File: config.mk
export PLATFORM = sky130hd
export DESIGN_NAME = output_channel_pulse_controller
export DESIGN_NICKNAME = d
export VERILOG_FILES = /design/src/design/ocpc_pkg.sv /design/src/design/ocpc_chan_unit.sv /design/src/design/output_channel_pulse_controller.sv
export SDC_FILE = /design/constraint.sdc
export NUM_CORES = 1
export LEC_CHECK = 0
export BUFFER_PORTS_ARGS = -buffer_cell sky130_fd_sc_hd__clkbuf_2
export CAP_MARGIN = 20
export CORE_MARGIN = 10
export CORE_UTILIZATION = 23
export CTS_CLUSTER_DIAMETER = 30
export DETAILED_ROUTE_END_ITERATION = 8
export PLACE_DENSITY_LB_ADDON = 0.08
export SETUP_SLACK_MARGIN = 0.05
export SLEW_MARGIN = 20
export SYNTH_ARGS = -nofsm -noshare
export SYNTH_HDL_FRONTEND = slang
export SYNTH_SLANG_ARGS = --single-unit
File: constraint.sdc
create_clock -name clock -period 3.64 [get_ports clock]
set_input_delay 0.728 -clock clock [delete_from_list [all_inputs] [get_ports clock]]
set_output_delay 0.728 -clock clock [all_outputs]
set_load 0.05 [all_outputs]
File: src/design/ocpc_pkg.sv
// shared types, constants and drive function for the output channel pulse controller
package ocpc_pkg;

   localparam int CHANNELS = 8;
   localparam int CH_IDX_W = (CHANNELS > 1) ? $clog2(CHANNELS) : 1;

   localparam logic       CMD_UPDATE = 1'b0;
   localparam logic       CMD_TICK   = 1'b1;

   localparam logic [2:0] MODE_DIGITAL = 3'd0;
   localparam logic [2:0] MODE_ANALOG  = 3'd1;
   localparam logic [2:0] MODE_FADE    = 3'd2;
   localparam logic [2:0] MODE_PULSE   = 3'd3;
   localparam logic [2:0] MODE_OTHER   = 3'd4;

   localparam logic [7:0]  FULL_ON   = 8'd255;
   localparam logic [63:0] IDS_RESET = 64'h0706050403020100;

   typedef struct packed {
      logic       cmd;
      logic [7:0] target_id;
      logic [2:0] mode_sel;
      logic [7:0] level;
      logic [7:0] pulse_count;
   } req_word_type;

   typedef struct packed {
      logic [63:0] drive_levels;
      logic        matched;
      logic        pulses_running;
   } rsp_word_type;

   typedef struct packed {
      logic [2:0] mode;
      logic [7:0] level;
      logic [7:0] count;
      logic [7:0] drive;
   } chan_type;

   typedef struct packed {
      logic hit;
      logic running;
   } unit_flags_type;

   typedef enum logic [1:0] {
      SEQ_IDLE,
      SEQ_SCAN,
      SEQ_DONE
   } seq_state_type;

   function automatic logic [7:0] recompute_drive(input logic [2:0] mode,
                                                  input logic [7:0] level,
                                                  input logic [7:0] count,
                                                  input logic [7:0] drive);
      logic [7:0] result;
      result = drive;
      if (mode == MODE_DIGITAL) begin
         if (level == FULL_ON) result = FULL_ON;
         else if (level == 8'd0) result = 8'd0;
      end else if (mode == MODE_ANALOG) begin
         result = level;
      end else if (mode == MODE_PULSE) begin
         result = (count != 8'd0) ? level : 8'd0;
      end
      return result;
   endfunction

endpackage

File: src/design/ocpc_chan_unit.sv
// shared per-channel update and countdown unit
module ocpc_chan_unit (
   input  ocpc_pkg::req_word_type   req,
   input  logic [7:0]               chan_id,
   input  logic                     found,
   input  ocpc_pkg::chan_type       chan_cur,
   output ocpc_pkg::chan_type       chan_nxt,
   output ocpc_pkg::unit_flags_type flags
);
   import ocpc_pkg::*;

   logic [2:0] mode_eff;
   logic [7:0] count_dec;

   assign mode_eff  = (req.mode_sel > MODE_OTHER) ? MODE_OTHER : req.mode_sel;
   assign count_dec = chan_cur.count - 8'd1;

   always_comb begin
      chan_nxt      = chan_cur;
      flags.hit     = 1'b0;
      flags.running = 1'b0;
      unique case (req.cmd)
         CMD_UPDATE: begin
            if (!found && (chan_id == req.target_id)) begin
               flags.hit     = 1'b1;
               chan_nxt.mode = mode_eff;
               if ((chan_cur.level != req.level) || (chan_cur.count != req.pulse_count)) begin
                  chan_nxt.level = req.level;
                  chan_nxt.count = req.pulse_count;
                  chan_nxt.drive = recompute_drive(mode_eff, req.level, req.pulse_count,
                                                   chan_cur.drive);
               end
            end
         end
         CMD_TICK: begin
            if ((chan_cur.mode == MODE_PULSE) && (chan_cur.count != 8'd0)) begin
               flags.running  = 1'b1;
               chan_nxt.count = count_dec;
               if (count_dec == 8'd0) begin
                  chan_nxt.drive = recompute_drive(chan_cur.mode, chan_cur.level, count_dec,
                                                   chan_cur.drive);
               end
            end
         end
         default: begin
            chan_nxt = chan_cur;
         end
      endcase
   end

endmodule

File: src/design/output_channel_pulse_controller.sv
// top level: sequencer walking the channel unit over all channels
// sequence: start accepted, then the scan visits each channel in turn, then a one-cycle result strobe
// a new word is taken only once the scan of all channels is through; set by the single shared channel unit
// a new start is taken during the result cycle; the receiver cannot stall
// synchronous active-high reset restores ids, modes (other), levels, counts and drives
module output_channel_pulse_controller (
   input  logic                   clock,
   input  logic                   reset,
   input  logic                   start,
   output logic                   busy,
   input  ocpc_pkg::req_word_type req_data,
   output logic                   rsp_valid,
   output ocpc_pkg::rsp_word_type rsp_data,
   input  logic                   csr_valid,
   output logic                   csr_ready,
   input  logic [63:0]            csr_wdata
);
   import ocpc_pkg::*;

   seq_state_type         state_ff, state_in;
   req_word_type          req_ff;
   logic [CH_IDX_W-1:0]   idx_ff;
   logic                  found_ff;
   logic                  running_ff;
   logic [63:0]           ids_ff;
   chan_type              chan_ff [CHANNELS];
   chan_type              chan_cur, chan_nxt;
   unit_flags_type        flags;
   logic [7:0]            chan_id;
   logic                  accept;
   logic                  last;
   logic [63:0]           drives_packed;

   assign accept   = start && !busy;
   assign last     = (idx_ff == CH_IDX_W'(CHANNELS - 1));
   assign chan_cur = chan_ff[idx_ff];
   assign chan_id  = ids_ff[{idx_ff, 3'b000} +: 8];

   ocpc_chan_unit u_chan_unit (
      .req      (req_ff),
      .chan_id  (chan_id),
      .found    (found_ff),
      .chan_cur (chan_cur),
      .chan_nxt (chan_nxt),
      .flags    (flags)
   );

   // next state
   always_comb begin
      state_in = state_ff;
      unique case (state_ff)
         SEQ_IDLE: if (accept) state_in = SEQ_SCAN;
         SEQ_SCAN: if (last) state_in = SEQ_DONE;
         SEQ_DONE: state_in = accept ? SEQ_SCAN : SEQ_IDLE;
         default:  state_in = SEQ_IDLE;
      endcase
   end

   // outputs
   always_comb begin
      busy      = 1'b0;
      rsp_valid = 1'b0;
      unique case (state_ff)
         SEQ_IDLE: busy = 1'b0;
         SEQ_SCAN: busy = 1'b1;
         SEQ_DONE: rsp_valid = 1'b1;
         default:  busy = 1'b0;
      endcase
   end

   assign csr_ready = !busy;

   always_comb begin
      drives_packed = '0;
      for (int c = 0; c < CHANNELS; c++) begin
         drives_packed[c*8 +: 8] = chan_ff[c].drive;
      end
   end

   assign rsp_data.drive_levels   = drives_packed;
   assign rsp_data.matched        = found_ff;
   assign rsp_data.pulses_running = running_ff;

   always_ff @(posedge clock) begin
      if (reset) begin
         state_ff   <= SEQ_IDLE;
         idx_ff     <= '0;
         found_ff   <= 1'b0;
         running_ff <= 1'b0;
         ids_ff     <= IDS_RESET;
         for (int c = 0; c < CHANNELS; c++) begin
            chan_ff[c] <= '{mode: MODE_OTHER, level: 8'd0, count: 8'd0, drive: 8'd0};
         end
      end else begin
         state_ff <= state_in;
         if (csr_valid && csr_ready) ids_ff <= csr_wdata;
         if (accept) begin
            idx_ff     <= '0;
            found_ff   <= 1'b0;
            running_ff <= 1'b0;
         end else if (state_ff == SEQ_SCAN) begin
            chan_ff[idx_ff] <= chan_nxt;
            found_ff        <= found_ff | flags.hit;
            running_ff      <= running_ff | flags.running;
            if (!last) idx_ff <= idx_ff + CH_IDX_W'(1);
         end
      end
   end

   // request word, no reset needed
   always_ff @(posedge clock) begin
      if (accept) req_ff <= req_data;
   end

endmodule
### Word level (Yosys, flattened, before mapping)

Memories as Yosys holds them, arrays and structs flattened. A register that Yosys moved wholly into a read port is not among the register bits.
Cells that the tools add are included.

| cells by class | value |
|---|---|
| add/subtract/negate cells | 2 |
| $mul | 0 |
| div/mod/pow operators | 0 |
| $lt $le $gt $ge | 1 |
| eq/ne operators | 14 |
| shifts and indexed selects | 1 |
| multiplexer cells | 39 |
| bitwise logic cells | 4 |
| reductions and logical operators | 20 |

Operators with widths:

| cell | number |
|---|---|
| 2-to-1 mux 8 bit | 13 |
| indexed part select 64 x 7 -> 8 bit | 1 |
| 2-to-1 mux 27 bit | 2 |
| case mux 16 bit (2 select lines) | 1 |
| OR reduction 27 bit | 1 |
| logical NOT 8 bit | 3 |
| 2-to-1 mux 24 bit | 1 |
| nonzero test 8 bit | 3 |
| == test 8 bit, second input constant | 2 |
| 2-to-1 mux 16 bit | 1 |
| inequality test 8 bit | 2 |
| 2-to-1 mux 1 bit | 13 |
| 2-to-1 mux 3 bit | 4 |
| 2-to-1 mux 11 bit | 1 |
| == test 8 bit | 1 |
| subtractor 8 x 1 -> 8 bit, second input constant | 1 |
| == test 3 x 1 -> 1 bit, second input constant | 2 |
| == test 3 x 2 -> 1 bit, second input constant | 2 |
| logical NOT 3 bit | 2 |
| case mux 2 bit (3 select lines) | 1 |
| logical AND 1 bit | 4 |
| 2-to-1 mux 2 bit | 2 |
| inequality test 2 bit, second input constant | 2 |
| AND reduction 2 bit | 2 |
| 11 further kinds | 14 |

| storage, ports and cells | value |
|---|---|
| bits in registers | 99 |
| bits in latches | 0 |
| memory bits (writable) | 216 |
| bits in read-only memories | 0 |
| word-level logic and storage cells | 92 |
| memories kept | 1 |

Memory list:

| name | depth | width | read ports | clocked after Yosys merged registers in | write ports | line | text |
|---|---|---|---|---|---|---|---|
| chan_ff | 8 | 27 | 9 | 1 | 8 | output_channel_pulse_controller.sv:26 | `chan_type chan_ff [CHANNELS];` |

### Depth between registers and ports, before layout

Gate-level depths: netlist of the first run.

| logic depth | value |
|---|---|
| depth in word-level cells | 10 |
| gate-level depth with buffers | 12 |

### Cells and area by module

A second synthesis of the first run with hierarchy kept.

| second synthesis, totals | value |
|---|---|
| cell total of the unflattened synthesis | 1,213 |
| area total of the unflattened synthesis | 15,775.1 sq um |

Modules (own cells, without submodules):

| module | times used | cells each | area each (sq um) | sequential area each (sq um) |
|---|---|---|---|---|
| output_channel_pulse_controller | 1 | 1,044 | 14,460.1 | 8,808.4 |
| ocpc_chan_unit | 1 | 169 | 1,315.0 | 0.0 |

### Worst setup path after synthesis of the first run

No wires, ideal clock.

| timing | value |
|---|---|
| path type | reg2reg |
| from | register with a tool-made name |
| to | memory chan_ff[0][22] (netlist name) (data pin) |
| setup time | 0.266 ns |
| arrival | 3.060 ns |
| required time | 3.374 ns |
| setup slack | 0.314 ns |
| stages on the path, launching flop included | 11 |
| path buffers | 2 |
| path through | dfxtp_1 -> buf_4 -> mux4_2 -> mux2i_1 -> xnor2_1 -> nor4_2 -> and4_1 -> a211oi_4 -> buf_6 -> mux2i_4 -> nor2_1 |

RTL lines:

| element | line |
|---|---|
| end: declaration | output_channel_pulse_controller.sv:26 |

==> results of run 1 <==
## routing by layer
metal	vias up	share of wire, %
li1	5043	-
met3	86	4.7
met2	280	48
met1	5452	45
met4	0	1.8
met5	-	0
## flip-flops by register name, summed over array words and instances, names as in the netlist, named ones only
signal and cells:
req_ff 28, idx_ff 3, ids_ff 64, found_ff 1, running_ff 1, chan_ff 216
state_ff 2
## cell type report
cell class                      instances  area [µm²]
Timing Repair Buffer                  261        1815
Inverter                               15       56.30
Sequential cell                       318        8817
Fill cell                            6727       45430
Multi-Input combinational cell        812        5677
Clock inverter                         55       661.9
Tap cell                              864        1081
Clock buffer                          116        2442
## where the power goes
| part | internal, mW | switching [mW] |
|---|---|---|
| clock | 5.44 | 2.44 |
| combinational | 0.439 | 0.741 |
| sequential | 4.09 | 0.0962 |
| total | 9.96 | 3.28 |
## final timing paths
| path | slack (ns) | end | start |
|---|---|---|---|
| max | 0.24 | chan_ff[1][6] | register |
| max reg2reg | 0.24 | chan_ff[1][6] | register |
| min | 0.28 | req_ff[26] | req_data[26] |
| min reg2reg | 0.45 | ids_ff[19] | ids_ff[19] |
## stage by stage
step | setup TNS [ns] | cells | cell area [µm²] | total power, mW | hold slack [ns]
after global placement | -0.7659 | 2264 | 17350 | 5.441 | 0.4423
after floorplan | 0 | 1283 | 15340 | 4.967 | 0.4320
after global routing | 0 | 2441 | 20550 | 13.73 | 0.2402
final | 0 | 2441 | 20550 | 13.24 | 0.2823
after detailed placement | -0.02893 | 2264 | 17350 | 5.442 | 0.4469
after CTS | 0 | 2435 | 20470 | 13.42 | 0.2356
## placed cells by master, fill, tap and decap left out, types with 16 or more instances in the layout
master and instances:
clkbuf_1 19, clkbuf_16 92, buf_4 75, clkbuf_2 164, xnor2_1 16, nand2_1 147
nor2_1 265, mux2i_1 64, a21oi_1 74, dfxtp_1 71, mux4_2 56, clkinv_1 16
buf_12 21, edfxtp_1 244
## logic make-up (layout without fill, tap and decap cells)
logic type	Yosys count	count (layout)	synth area share, %
muxes	137	137	14.38
AOI/OAI and AO/OA	137	137	6.339
and+or+nand+nor	511	511	14.28
xor gates and xnor gates	22	22	1.256
DFF	318	318	57.44
adders and majority gates	5	5	0.4079
buffers and inverters	153	447	5.907
## cells in the mapped netlist (4+ instances only)
| library cell | instances |
|---|---|
| nand3b_1 | 13 |
| mux2i_4 | 10 |
| buf_4 | 75 |
| a22o_1 | 6 |
| a31oi_1 | 4 |
| buf_1 | 4 |
| o22a_1 | 4 |
| xor2_1 | 6 |
| nand4_1 | 7 |
| edfxtp_1 | 244 |
| a21oi_1 | 74 |
| nor3_1 | 7 |
| mux2_2 | 6 |
| mux2i_1 | 65 |
| xnor2_1 | 16 |
| clkbuf_1 | 47 |
| nand2b_1 | 18 |
| nand2_1 | 148 |
| mux4_2 | 56 |
| nor2b_1 | 6 |
| ha_1 | 5 |
| dfxtp_1 | 74 |
| nand3_1 | 16 |
| buf_2 | 7 |
| and3_1 | 9 |
| a2111oi_0 | 5 |
| buf_6 | 4 |
| a22oi_1 | 4 |
| inv_1 | 15 |
| nor2_1 | 266 |
## what timing repair did
item | in CTS | in global routing
gates cloned | 0 | 0
buffers inserted | 0 | 6
gates resized for setup | 3 | 9
pin swaps | 0 | 1
endpoints found under the setup margin | 64 | 138
==> impl_table.tex, run 1 <==
\begin{tabular}{lr}
\hline
Metric & Value \\
\hline
\multicolumn{2}{l}{\textbf{Final layout}} \\
\quad Share of cells above drive strength 1 & 31.90\% \\
\quad Net count, final & 1600 \\
\quad Count of inserted antenna diode cells & 0 \\
\quad Final Util & 31.15\% \\
\quad Relative area change from synthesis to final layout & 34.01\% \\
\multicolumn{2}{l}{\textbf{Logic synthesis}} \\
\quad Post-synth EDFFs & 244 \\
\quad Warnings from Yosys & 0 \\
\quad Yosys cell types & 66 \\
\quad Cell count after synthesis & 1283 \\
\quad Top-area cell type share of the netlist area & 47.78\% \\
\quad Synth async-reset ratio & 0\% \\
\quad Post-Synthesis Mean Instance Area & 11.95 µm² \\
\quad Cell area after synthesis & 15340 µm² \\
\quad Dominant register cell in the synthesized netlist & edfxtp\_1 \\
\quad Syn\_nets & 1384 \\
\quad Largest cells by area after synthesis & edfxtp\_1 48\%, dfxtp\_1 9.7\%, mux4\_2 8.2\% \\
\quad Dominant cell type by area after synthesis & edfxtp\_1 \\
\quad Portion of the post-synthesis area used by sequential elements & 57.44\% \\
\quad FF+latch count, synth & 318 \\
\multicolumn{2}{l}{\textbf{Setup path}} \\
\quad Worst Setup End Kind & register \\
\quad CP top delay family & simple AND/OR/NAND/NOR gates \\
\quad Count of buffering cells on the critical path with inverters included & 3 \\
\quad Count of cell instances traversed by the critical path & 11 \\
\quad Number of cells traversed by the worst register-to-register path & 11 \\
\quad Slowest cell on crit path & o41a\_1 \\
\quad Crit-path max FO & 19 \\
\quad Largest incremental delay on the critical path & 0.54 ns \\
\quad Data required time of the worst path & 3.99 ns \\
\quad Data arrival, critical path & 3.74 ns \\
\quad Classification of the worst setup path & reg -> reg \\
\quad Type of origin of the critical path & register \\
\quad Critical-path cell list & buf\_12 > and2\_1 > buf\_4 > and3\_1 > o41a\_1 > a311oi\_4 > nor3b\_4 > buf\_12 > nor2\_1 > mux2i\_4 > nor2\_1 \\
\multicolumn{2}{l}{\textbf{Timing}} \\
\quad Relative max-transition margin & 39.14\% \\
\quad Fin crit share & 93.27\% \\
\quad Slew at the pin closest to its max-slew limit & 0.9110 ns \\
\quad Final worst path period need & 3.395 ns \\
\quad Max-slew violation total from the final report & 0 \\
\quad Fmax & 0.2946 GHz \\
\quad Unrepaired setup endpoints after global routing & false \\
\quad Setup slack after layout & 0.2450 ns \\
\quad Final Hold Fails & 0 \\
\quad Final Setup Violations & 0 \\
\quad Post-Route Skew & 0.02723 ns \\
\multicolumn{2}{l}{\textbf{Die}} \\
\quad Die outline height & 278.2 µm \\
\quad Total Die Area & 77410 µm² \\
\quad Placeable Area & 65980 µm² \\
\quad Die W & 278.2 µm \\
\quad Standard-cell row count & 94 \\
\quad Count of boundary I/O pins & 165 \\
\quad Starting utilization of the core area & 23.24\% \\
\multicolumn{2}{l}{\textbf{Place}} \\
\quad Routability congestion estimate & 0.7757 \\
\quad Placement Setup Slack & -0.02377 ns \\
\quad Final HPWL DP & 35970 µm \\
\quad Input/output buffers & 164 \\
\multicolumn{2}{l}{\textbf{Clock network}} \\
\quad Clock Tree Buf Depth & 3 \\
\quad TritonCTS clock tree & done \\
\quad Sink count of the clock tree & 318 \\
\quad Maximum level of the CTS H-tree & 3 \\
\quad Number of buffers added by the clock tree synthesis step & 91 \\
\quad Clock transition at the registers of the reported paths & 0.05 ns \\
\quad Cell chosen for the clock root & clkbuf\_16 \\
\quad Skew-Pair Late Insertion Delay & 0.62 ns \\
\quad \# hold bufs at CTS & 0 \\
\multicolumn{2}{l}{\textbf{GRT}} \\
\quad Pin count of the biggest net entering global routing & 65 \\
\quad Global Route met2 Usage & 23.88\% \\
\quad Met3 layer usage reported by global route & 3.481\% \\
\quad Vias in the first global route & 11960 \\
\quad Global routing's busiest layer & met2 \\
\quad Met1 Resource Use GR & 18.11\% \\
\quad Initial antenna violation count & 0 \\
\quad Global-route wire length before repair & 81520 µm \\
\quad GRT Overall Usage & 14.28\% \\
\quad GRT Residual Overflow & 0 \\
\multicolumn{2}{l}{\textbf{Run status}} \\
\quad Status & finished, final reports clean \\
\multicolumn{2}{l}{\textbf{Min path}} \\
\quad Hold Crit Class & in -> reg \\
\quad WHS Path Cells & 1 \\
\multicolumn{2}{l}{\textbf{Run}} \\
\quad Max-cap violation count & 0 \\
\multicolumn{2}{l}{\textbf{Power}} \\
\quad Power density cells & 644.3 nW/µm² \\
\quad Leak Pwr & 7.612 nW \\
\quad Largest vdd supply drop & 0.3686 mV \\
\multicolumn{2}{l}{\textbf{Routing}} \\
\quad Number of vias in the routed layout & 10860 \\
\quad Pre-Repair DR Iteration Count & 5 \\
\quad Wire length reported by the detailed router & 55650 µm \\
\quad Number of remaining DRC errors & 0 \\
\quad Ratio of routed vias to standard cells & 4.449 \\
\quad Antenna Violating Nets Remaining & 0 \\
\quad Average detailed-routed wire length per instance & 22.80 µm \\
\quad Iteration-0 DRC Markers & 635 \\
\hline
\end{tabular}
Power figures use the tool's default switching activity.
==> inputs of run 2 (changes only) <==
--- a/config.mk
+++ b/config.mk
@@ -8,7 +8,7 @@
 export BUFFER_PORTS_ARGS = -buffer_cell sky130_fd_sc_hd__clkbuf_2
 export CAP_MARGIN = 20
 export CORE_MARGIN = 10
-export CORE_UTILIZATION = 23
+export CORE_UTILIZATION = 35
 export CTS_CLUSTER_DIAMETER = 30
 export DETAILED_ROUTE_END_ITERATION = 8
 export PLACE_DENSITY_LB_ADDON = 0.08
==> impl_table.tex, run 2 (same netlist as run 1, synthesis figures left out) <==
\begin{tabular}{lr}
\hline
Metric & Value \\
\hline
\multicolumn{2}{l}{\textbf{Run status}} \\
\quad Status & finished, final reports clean \\
\multicolumn{2}{l}{\textbf{Min path}} \\
\quad Hold path startpoint & req\_data[0] \\
\quad Hold Crit Class & in -> reg \\
\multicolumn{2}{l}{\textbf{Routing}} \\
\quad Met2 routed wirelength & 23190 µm (-14\%) \\
\quad Ratio of routed vias to standard cells & 5.052 (+14\%) \\
\quad Metal3 WL & 2823 µm (+8.3\%) \\
\quad Antenna Violating Nets Remaining & 0 (unchanged) \\
\quad Average detailed-routed wire length per instance & 22.95 µm (+0.65\%) \\
\quad Pre-Repair DR Iteration Count & 5 (unchanged) \\
\quad Wire length reported by the detailed router & 48920 µm (-12\%) \\
\quad Number of vias in the routed layout & 10770 (-0.84\%) \\
\quad Met1 wire length & 21670 µm (-14\%) \\
\quad Iteration-0 DRC Markers & 745 (+17\%) \\
\quad Highest metal layer with signal wires & met5 \\
\quad Number of remaining DRC errors & 0 (unchanged) \\
\multicolumn{2}{l}{\textbf{Clock network}} \\
\quad Skew-Pair Late Insertion Delay & 0.60 ns (-0.02 ns) \\
\quad Number of buffers added by the clock tree synthesis step & 88 (-3.3\%) \\
\quad Sink count of the clock tree & 318 (unchanged) \\
\quad Cell chosen for the clock root & clkbuf\_16 \\
\quad TritonCTS clock tree & done \\
\quad Clock Tree Buf Depth & 3 (unchanged) \\
\quad Clock transition at the registers of the reported paths & 0.04 ns (about the same) \\
\quad Maximum level of the CTS H-tree & 3 (unchanged) \\
\multicolumn{2}{l}{\textbf{Power}} \\
\quad Power density cells & 644.7 nW/µm² (about the same) \\
\quad Clk network pwr share & 58.4\% (-1.1 points) \\
\quad Fraction of power spent switching nets & 23.87\% (-0.88 points) \\
\quad Leak Pwr & 7.366 nW (-3.2\%) \\
\quad Flop pwr share & 33.0\% (+1.4 points) \\
\quad Largest vdd supply drop & 0.3830 mV (+3.9\%) \\
\quad Comb pwr share & 8.7\% (-0.2 points) \\
\quad Power spent charging and discharging nets & 3.035 mW (-7.4\%) \\
\quad Internal cell power & 9.678 mW (-2.9\%) \\
\multicolumn{2}{l}{\textbf{Timing}} \\
\quad Final Hold Fails & 0 (unchanged) \\
\quad Fin crit share & 93.53\% (+0.26 points) \\
\quad Slew at the pin closest to its max-slew limit & 0.8601 ns (-0.05089 ns) \\
\quad Final Setup Violations & 0 (unchanged) \\
\quad Fmax & 0.2937 GHz (-0.28\%) \\
\quad Relative max-transition margin & 42.66\% (+3.5 points) \\
\quad Post-Route Skew & 0.02699 ns (-0.0002363 ns) \\
\quad Final worst path period need & 3.404 ns (+0.009478 ns) \\
\quad Unrepaired setup endpoints after global routing & false \\
\quad Setup slack after layout & 0.2355 ns (-0.009478 ns) \\
\quad Max-slew violation total from the final report & 0 (unchanged) \\
\quad Setup Total Neg Slack & 0 ns (unchanged) \\
\multicolumn{2}{l}{\textbf{Die}} \\
\quad Starting utilization of the core area & 35.52\% (+12 points) \\
\quad Die outline height & 229.3 µm (-18\%) \\
\quad Placeable Area & 43170 µm² (-35\%) \\
\quad Die W & 229.3 µm (-18\%) \\
\quad Standard-cell row count & 76 (-19\%) \\
\quad Total Die Area & 52590 µm² (-32\%) \\
\quad Count of boundary I/O pins & 165 (unchanged) \\
\multicolumn{2}{l}{\textbf{Final layout}} \\
\quad Top register by number of flip-flops & chan\_ff \\
\quad Flip-flop count of the largest register, all copies and words added & 216 (unchanged) \\
\quad Fill count & 4016 (-40\%) \\
\quad Net count, final & 1580 (-1.3\%) \\
\quad Share of cells above drive strength 1 & 31.24\% (-0.65 points) \\
\quad Largest registers & chan\_ff (216), ids\_ff (64), req\_ff (28) \\
\quad Relative area change from synthesis to final layout & 28.59\% \\
\quad Most common cell after layout, fill and taps aside & nor2\_1 \\
\quad Most used cells in the layout excluding fill and tap cells & 266 x nor2\_1, 244 x edfxtp\_1, 164 x clkbuf\_2 \\
\quad Final Util & 45.68\% (+15 points) \\
\multicolumn{2}{l}{\textbf{Setup path}} \\
\quad Slowest cell on crit path & dfxtp\_4 \\
\quad Data required time of the worst path & 3.95 ns (-0.04 ns) \\
\quad Type of origin of the critical path & register \\
\quad Crit-path max FO & 18 (-1) \\
\quad Worst Setup End Kind & register \\
\quad Critical-path cell list & buf\_4 > mux4\_2 > mux2i\_1 > xor2\_1 > and4\_2 > a211oi\_4 > clkbuf\_16 > mux2i\_1 > buf\_4 > nor2\_1 \\
\quad Data arrival, critical path & 3.71 ns (-0.03 ns) \\
\quad Classification of the worst setup path & reg -> reg \\
\quad Flop2flop setup slack & 0.24 ns (about the same) \\
\quad Largest incremental delay on the critical path & 0.54 ns (about the same) \\
\multicolumn{2}{l}{\textbf{GRT}} \\
\quad Pin count of the biggest net entering global routing & 71 (+9.2\%) \\
\quad Global-route wire length before repair & 72490 µm (-11\%) \\
\quad GRT Residual Overflow & 0 (unchanged) \\
\quad Initial antenna violation count & 4 (+4) \\
\quad GRT Overall Usage & 18.25\% (+4.0 points) \\
\quad Vias in the first global route & 11470 (-4.1\%) \\
\multicolumn{2}{l}{\textbf{Place}} \\
\quad Routability congestion estimate & 0.8454 (+9.0\%) \\
\quad Placement Setup Slack & 0.05149 ns (+0.07527 ns) \\
\quad Input/output buffers & 164 (unchanged) \\
\quad Final HPWL DP & 31150 µm (-13\%) \\
\multicolumn{2}{l}{\textbf{Run}} \\
\quad Max-cap violation count & 0 (unchanged) \\
\hline
\end{tabular}
run 2: cell count changes in the layout (fill, tap and decap cells not counted), moves of 3 or more:
| cell | before | now |
|---|---|---|
| a2111oi_1 | 0 | 3 |
| buf_12 | 21 | 7 |
| buf_4 | 75 | 71 |
| clkbuf_1 | 19 | 12 |
| clkinv_1 | 16 | 11 |
| clkinv_16 | 4 | 0 |
| clkinvlp_4 | 9 | 12 |
run 2: layout make-up:
class                      instances  area (µm²)  area share (%)
sequential                       318        8820           44.72
antenna                            1       2.502         0.01269
clock buffer                     106        2364           11.99
clock inverter                    51       526.8           2.671
inverter                          15       56.30          0.2855
tap                              585       732.0           3.712
timing repair buffer             244        1544           7.829
multi-input combinational        812        5675           28.78
run 2: per-layer routing:
| layer | vias to the layer above | track usage [%] |
|---|---|---|
| met5 | - | 0 |
| met4 | 4 | 5.980 |
| met3 | 91 | 4.870 |
| met2 | 339 | 29.57 |
| met1 | 5345 | 23.27 |
| li1 | 4991 | - |
run 2: worst paths after layout:
| check | to | depth (start not counted) |
|---|---|---|
| worst min register to register | ids_ff[52] | 2 |
| worst min-delay path | req_ff[0] | 1 |
| worst max-delay path | chan_ff[2][17] | 10 |
| worst max register to register | chan_ff[2][17] | 10 |
run 2: per-stage QoR:
stage	std cells	hold WS [ns]	area [µm²]	power, mW
finish	2132	0.3126	19720	12.71
global route	2131	0.2928	19720	13.13
CTS	2127	0.2909	19620	12.82
detailed placement	1970	0.4433	16730	5.352
global placement	1970	0.4408	16730	5.349
floorplan	1283	0.4320	15340	4.967
run 2: what timing repair did:
action / CTS / global route
gates resized for setup: 1 / 11
buffers inserted: 0 / 2
cloned: 0 / 2
pin swaps: 0 / 3
endpoints found under the setup margin: 5 / 191
hold endpoints to repair: 0 / 0
hold buffers: 0 / 0
run 2: power groups by stage:
stage	combinational (mW)	sequential, mW	clock, mW
finish	1.10	4.19	7.42
global route	1.19	4.21	7.73
CTS	1.10	4.19	7.52
detailed placement	1.10	4.25	0
global placement	1.10	4.25	0
floorplan	0.769	4.20	0
run 2: critical path, delay by kind of cell (launching register included):
| kind | cells | cell delay, ns |
|---|---|---|
| flip-flops | 1 | 0.54 |
| XOR/XNOR | 1 | 0.18 |
| AND/OR/NAND/NOR | 2 | 0.32 |
| multiplexers | 3 | 0.96 |
| buffers and inverters | 3 | 0.71 |
| AO/OA/AOI/OAI | 1 | 0.41 |
